--- config.mk ---
export PLATFORM = sky130hd
export DESIGN_NAME = wmf_select
export DESIGN_NICKNAME = d
export VERILOG_FILES = /design/src/rtl/wmf_pkg.sv /design/src/rtl/wmf_select.sv
export SDC_FILE = /design/constraint.sdc
export NUM_CORES = 2
export LEC_CHECK = 0
export BUFFER_PORTS_ARGS = -buffer_cell sky130_fd_sc_hd__buf_4
export CAP_MARGIN = 20
export CORE_MARGIN = 5
export CORE_UTILIZATION = 57
export CTS_BUF_LIST = sky130_fd_sc_hd__clkbuf_8 sky130_fd_sc_hd__clkbuf_16
export DETAILED_ROUTE_END_ITERATION = 6
export PLACE_DENSITY = 0.76
export SLEW_MARGIN = 25
export SYNTH_ARGS = -nofsm -noshare
export SYNTH_HDL_FRONTEND = slang
export SYNTH_SLANG_ARGS = --single-unit
--- constraint.sdc ---
create_clock -name clk -period 26.2 [get_ports clk]
set_clock_uncertainty 0.1 [all_clocks]
set_input_delay 3.93 -clock clk [delete_from_list [all_inputs] [get_ports clk]]
set_output_delay 3.93 -clock clk [all_outputs]
set_load 0.03 [all_outputs]
--- src/rtl/wmf_pkg.sv ---
// shared types and constants of the window median filter
`default_nettype none
package wmf_pkg;

  localparam int PIX_W    = 8;
  localparam int CHANNELS = 3;
  localparam int COORD_W  = 10;
  localparam int CFG_W    = 9;
  localparam int CFGIDX_W = 2;

  typedef enum logic [CFGIDX_W-1:0] {
    CFG_WIDTH  = 2'd0,
    CFG_HEIGHT = 2'd1,
    CFG_HALF_W = 2'd2,
    CFG_HALF_H = 2'd3
  } cfg_idx_t;

  typedef enum logic [4:0] {
    S_IDLE   = 5'b00001,
    S_GATHER = 5'b00010,
    S_DRAIN  = 5'b00100,
    S_START  = 5'b01000,
    S_SELECT = 5'b10000
  } state_t;

  typedef struct packed {
    logic clear;
    logic push;
    logic start;
  } sel_ctrl_t;

endpackage
`default_nettype wire

--- src/rtl/wmf_select.sv ---
// window shift line and bit-serial rank selection, three channels in parallel
`default_nettype none
module wmf_select #(
  parameter int WIN = 49
) (
  input  wire logic                                  clk,
  input  wire logic                                  rst_n,
  input  wire wmf_pkg::sel_ctrl_t                    ctrl,
  input  wire logic [wmf_pkg::CHANNELS*wmf_pkg::PIX_W-1:0] push_data,
  output logic                                       done_r,
  output logic [wmf_pkg::CHANNELS-1:0][wmf_pkg::PIX_W-1:0] res_r
);
  import wmf_pkg::*;

  localparam int CNT_W  = $clog2(WIN + 1);
  localparam int RANK_W = $clog2(WIN);
  localparam int BIT_W  = $clog2(PIX_W);

  logic [CHANNELS-1:0][PIX_W-1:0] win_r [WIN];
  logic [CNT_W-1:0]               n_r;
  logic [WIN-1:0]                 cand_r [CHANNELS];
  logic [RANK_W-1:0]              rank_r [CHANNELS];
  logic [BIT_W-1:0]               bit_r;
  logic                           busy_r;

  logic [WIN-1:0]   valid_mask;
  logic [WIN-1:0]   msb [CHANNELS];
  logic [WIN-1:0]   zeros [CHANNELS];
  logic [CNT_W-1:0] zcnt [CHANNELS];
  logic             take_zero [CHANNELS];

  always_comb begin
    for (int i = 0; i < WIN; i++) begin
      valid_mask[i] = (CNT_W'(i) < n_r);
    end
    for (int k = 0; k < CHANNELS; k++) begin
      for (int i = 0; i < WIN; i++) begin
        msb[k][i] = win_r[i][k][PIX_W-1];
      end
      zeros[k]     = cand_r[k] & ~msb[k];
      zcnt[k]      = CNT_W'($countones(zeros[k]));
      take_zero[k] = zcnt[k] > CNT_W'(rank_r[k]);
    end
  end

  always_ff @(posedge clk) begin
    if (!rst_n) begin
      busy_r <= 1'b0;
      done_r <= 1'b0;
      n_r    <= '0;
      bit_r  <= '0;
    end else begin
      if (ctrl.clear) begin
        n_r <= '0;
      end
      if (ctrl.push) begin
        win_r[0] <= push_data;
        for (int i = 1; i < WIN; i++) begin
          win_r[i] <= win_r[i-1];
        end
        n_r    <= n_r + CNT_W'(1);
        done_r <= 1'b0;
      end
      if (ctrl.start) begin
        busy_r <= 1'b1;
        done_r <= 1'b0;
        bit_r  <= '0;
        for (int k = 0; k < CHANNELS; k++) begin
          cand_r[k] <= valid_mask;
          rank_r[k] <= RANK_W'(n_r >> 1);
        end
      end else if (busy_r) begin
        // decide one result bit per channel, msb first
        for (int k = 0; k < CHANNELS; k++) begin
          if (take_zero[k]) begin
            cand_r[k] <= zeros[k];
          end else begin
            cand_r[k] <= cand_r[k] & msb[k];
            rank_r[k] <= rank_r[k] - RANK_W'(zcnt[k]);
          end
          res_r[k] <= {res_r[k][PIX_W-2:0], ~take_zero[k]};
        end
        for (int i = 0; i < WIN; i++) begin
          for (int k = 0; k < CHANNELS; k++) begin
            win_r[i][k] <= {win_r[i][k][PIX_W-2:0], 1'b0};
          end
        end
        bit_r <= bit_r + BIT_W'(1);
        if (bit_r == BIT_W'(PIX_W - 1)) begin
          busy_r <= 1'b0;
          done_r <= 1'b1;
        end
      end
    end
  end
endmodule
`default_nettype wire

Word-level counts from Yosys, hierarchy flattened
Memory sizes are Yosys's and may differ from the RTL's.
Index checks and enable logic that the tools add are counted.
{"block": "totals", "ramBits": 1341, "memories": 3, "ff_bits": 35, "out_inout_bits": 25, "input_bits": 29, "word_cells": 589}
{"memory": "win_r", "depth": 49, "word_bits": 24, "rd": 49, "rd_ports_with_merged_regs": 0, "write_ports": 49, "line_no": "wmf_select.sv:19", "text": "logic [CHANNELS-1:0][PIX_W-1:0] win_r [WIN];"}
{"memory": "cand_r", "depth": 3, "word_bits": 49, "rd": 3, "rd_ports_with_merged_regs": 0, "write_ports": 3, "line_no": "wmf_select.sv:21", "text": "logic [WIN-1:0] cand_r [CHANNELS];"}
{"memory": "rank_r", "depth": 3, "word_bits": 6, "rd": 3, "rd_ports_with_merged_regs": 0, "write_ports": 3, "line_no": "wmf_select.sv:22", "text": "logic [RANK_W-1:0] rank_r [CHANNELS];"}
{"block": "op_classes", "n_lt_le_gt_ge": 52, "mux": 204, "n_eq_ne": 1, "reduce_logical": 3, "add_sub_neg": 149, "n_bitwise": 170}
{"op": "2-to-1 mux 8 bit", "count": 147}
{"op": "bitwise AND 49 bit", "count": 6}
{"op": "2-to-1 mux 49 bit", "count": 6}
{"op": "OR 1 bit", "count": 156}
{"op": "NOT 49 bit", "count": 3}
{"op": "adder 1 x 1 -> 2 bit", "count": 72}
{"op": "adder 2 x 2 -> 3 bit", "count": 36}
{"op": "less-than comparator 6 bit, first input constant", "count": 17}
{"op": "less-than comparator 5 x 6 -> 1 bit, first input constant", "count": 16}
{"op": "adder 3 x 3 -> 4 bit", "count": 18}
{"op": "less-than comparator 4 x 6 -> 1 bit, first input constant", "count": 8}
{"op": "2-to-1 mux 1 bit", "count": 46}
{"op": "adder 4 x 4 -> 5 bit", "count": 9}
{"op": "2-to-1 mux 6 bit", "count": 5}
{"op": "less-than comparator 3 x 6 -> 1 bit, first input constant", "count": 4}
{"op": "adder 5 x 1 -> 6 bit", "count": 3}
{"op": "adder 5 x 5 -> 6 bit", "count": 3}
{"op": "adder 6 bit", "count": 3}
{"op": "> comparator 6 bit", "count": 3}
{"op": "subtractor 6 bit", "count": 3}
{"op": "less-than comparator 1 x 6 -> 1 bit, first input constant", "count": 2}
{"op": "less-than comparator 2 x 6 -> 1 bit, first input constant", "count": 2}
{"op": "adder 6 x 1 -> 6 bit, second input constant", "count": 1}
{"op": "NOT 1 bit", "count": 5}
{"op": "other kinds (5)", "count": 5}

Longest topological paths before layout
An unclocked memory read counts as a cell.
{"block": "depth", "word_depth": 17, "depth_mapped": 26, "ltp_nobuf": 24}

Worst setup path after synthesis
No wires, ideal clock.
{"block": "synth_timing", "kind": "input to register", "from": "in rst_n", "to": "mem win_r[0][1000] in the netlist's numbering, enable pin", "path_stages": 6, "arrival_time_ps": 25379, "path_slack_ps": -695, "path_buffers": 2, "setup_ps": 1416, "required_ps": 24684, "cell_sequence": "buf_2 > nand3_4 > inv_2 > a21oi_2 > buf_2 > inv_1"}
{"item": "start, declared", "line_no": "wmf_select.sv:7", "text": "input wire logic rst_n,"}
{"item": "end, declared", "line_no": "wmf_select.sv:19"}

==> impl_results.md <==
- Outcome: finished with violations
- Placed inst area: 0.0624 mm²
- Hold Worst Slack: 0.352 ns
- Met3 Wirelength: 6740 µm
- Met1 wire length: 49200 µm
- Hold Buf Count CTS: 0
- Post-synth EDFFs: 1266
- Largest net degree at the start of global routing: 242
- Final Cell Area: 0.0670 mm²
- Worst path cell trace: buf_4 -> inv_2 -> nand3_4 -> inv_8 -> a21oi_4 -> buf_4 -> clkinvlp_4 -> buf_12 -> buf_16 -> buf_4 -> buf_12
- GRT Total Usage: 19.4%
- Vias in the first global route: 33000
- Core area: 0.107 mm²
- Reg2Reg Depth: 23
- Top layer reached by signal wires: met4
- RSZ-0062 raised after global routing: no
- Startpoint Class: input port
- IO Pins: 54
- Slew margin rel.: 30.0%
- PD cells: 131 mW/mm²
- Clk slew on worst S/H paths: 0.06 ns
- Slew Viols, Final: 0
- Fin nets: 4171
- Share of cells above drive strength 1: 15.4%
- Critical Path Fanout Max: 193
- Crit-path max cell delay: 0.90 ns
- Std-Cell Rows: 120
- Post-synth top area share: 61.6%
- Root buf cell: clkbuf_16
- Synth warn: 0
- Total grt overflow: 0
- Vias post-DR: 33300
- Total length of routed met2 wires: 55000 µm
- # diodes: 0
- Post-synth top flop: edfxtp_1
- Mean post-synth cell area: 15.4 µm²
- Max-Cap Viols: 0
- Cell mode on critical path: buf_4
- Worst path slowest cell: buf_4
- Die height: 339 µm
- Place WS: 16.45 ns
- Remaining DRCs: 5
- Worst-Skew Late Latency: 0.76 ns
- Synth cell count leaders: edfxtp_1 (1266), a22o_1 (792), mux2_2 (315)
- Hold depth: 0
- Post_cts resized: 0
- Failing checks: design-rule violations
- Synth area leader: edfxtp_1
- Post-route ant nets: 0
- Number of port buffers: 53
- Number of vias per cell: 6.06
- Top-count cell post-synth: edfxtp_1
- Post-Syn Instances: 4015
- Maximum clock frequency: 110 MHz
- Crit path kind: input port to register
- Tightest Pin Transition: 1.04 ns
- CTS sink count: 1376
- Synth Net Count: 4216
- 1st-pass router iterations: 7
- Post-DP HPWL: 68500 µm
- Yosys cell types: 52
- CTS HTree Levels: 4
- Top cells by area, synth: edfxtp_1 (62%), a22o_1 (11%), mux2_2 (5.7%)
- Final WL: 114000 µm
- First-pass GRT wire length: 181000 µm
- Fin cells: 5488
- Async SR Flop Fraction: 0%
- Max VDD drop: 427 µV
- Initial drt markers: 3878
- Req. time, crit path: 26.45 ns
- Tot Pwr: 8.77 mW
- Fin util: 62.4%
- Die area: 0.115 mm²
- Share of the yosys chip area belonging to registers: 65.2%
- Tmin final: 9.13 ns
- Initial antenna violation count: 1
- Final setup vio count: 0
- Die width: 339 µm
- Mapped Area: 0.0617 mm²
- Clock buffer count from CTS: 139
- Leak: 24.5 nW
- TNS Setup: 0 ns
- HP Class: register to register
- Register bit count reported by yosys: 1376
- Initial Utilization: 57.5%
- Crit path DAT: 9.39 ns
- CTS Buffer Depth: 3
- Post-route worst setup slack: 17.07 ns
- CP Capture Type: register
- Final period utilization: 34.9%
- Placed cell count: 5229
- TritonCTS clock tree: yes
- Final Hold Fails: 0
- Routability Congestion: 0.910
- Area grow syn2layout: 8.66%
- Routed len/inst: 20.7 µm
- Setup bufs post-CTS: 0
## kinds of logic (layout without fill, tap and decap cells)
| kind of cell | count (synthesis) | in the layout | synth area share (%) |
|---|---|---|---|
| fa+ha+maj | 172 | 172 | 4.98 |
| xor+xnor | 163 | 163 | 2.31 |
| flops | 1376 | 1376 | 65.2 |
| simple gates | 535 | 535 | 4.36 |
| compound gates | 1010 | 1010 | 13.3 |
| mux | 321 | 321 | 5.85 |
| buf+inv | 438 | 508 | 3.97 |
## cells in the final DEF (no fill, tap or decap), types with 11 or more instances in the layout
cell type | synthesis | final
o21ai_1 | 38 | 39
nand2_1 | 222 | 222
xor2_1 | 84 | 84
dfxtp_1 | 110 | 110
nor2b_1 | 96 | 96
o21ai_0 | 86 | 85
a31o_2 | 11 | 11
nor2_1 | 12 | 12
ha_1 | 49 | 49
clkbuf_16 | 0 | 142
edfxtp_1 | 1266 | 1266
clkinv_2 | 0 | 19
buf_4 | 21 | 75
mux2_2 | 315 | 315
nand3_1 | 60 | 60
fa_1 | 123 | 123
a22o_1 | 792 | 792
nand2b_1 | 67 | 67
inv_1 | 161 | 190
xnor2_1 | 79 | 79
clkinv_1 | 0 | 29
and2_1 | 54 | 54
a21oi_1 | 33 | 32
## where the power goes
group	total (mW)	switching, mW	internal, mW
clock network	1.94	0.829	1.11
registers	2.71	0.0948	2.62
logic	4.12	2.42	1.70
total	8.77	3.34	5.43
## layer usage
metal,vias to the layer above,track usage [%]
li1,15300,-
met1,16900,27.3
met2,882,31.3
met3,177,3.64
met4,0,5.68
met5,-,0.125
## state kept, by name, summed over array words and instances (netlist names)
register,count
done_r,1
win_r,1176
res_r,24
cand_r,147
rank_r,18
busy_r,1
bit_r,3
n_r,6
## path summary, 6_finish.rpt
check,from,to,slack [ns]
worst min-delay path,res_r[21]$_DFFE_PP_,res_r[22]$_DFFE_PP_,0.35
worst max register to register,cand_r[2][0]$_DFFE_PP_,rank_r[0][12]$_DFFE_PP_,17.43
worst max-delay path,ctrl[0],win_r[0][1170]$_DFFE_PP_,17.07
worst min register to register,res_r[21]$_DFFE_PP_,res_r[22]$_DFFE_PP_,0.35
## worst max-delay path, delay by kind of cell
kind	cells	cell delay (ns)
buf+inv	9	4.34
simple gates	1	0.57
compound gates	1	0.02
## area by class of cell
type	count	area, µm²
repair buffers	89	823
well taps	1403	1760
flip-flops and latches	1376	40200
clock inverters	104	825
clock buffers	152	3690
multi-input cells	2201	19100
inverters	163	623
fillers	7608	40300
Note: power is estimated with default switching activity, not from simulation.
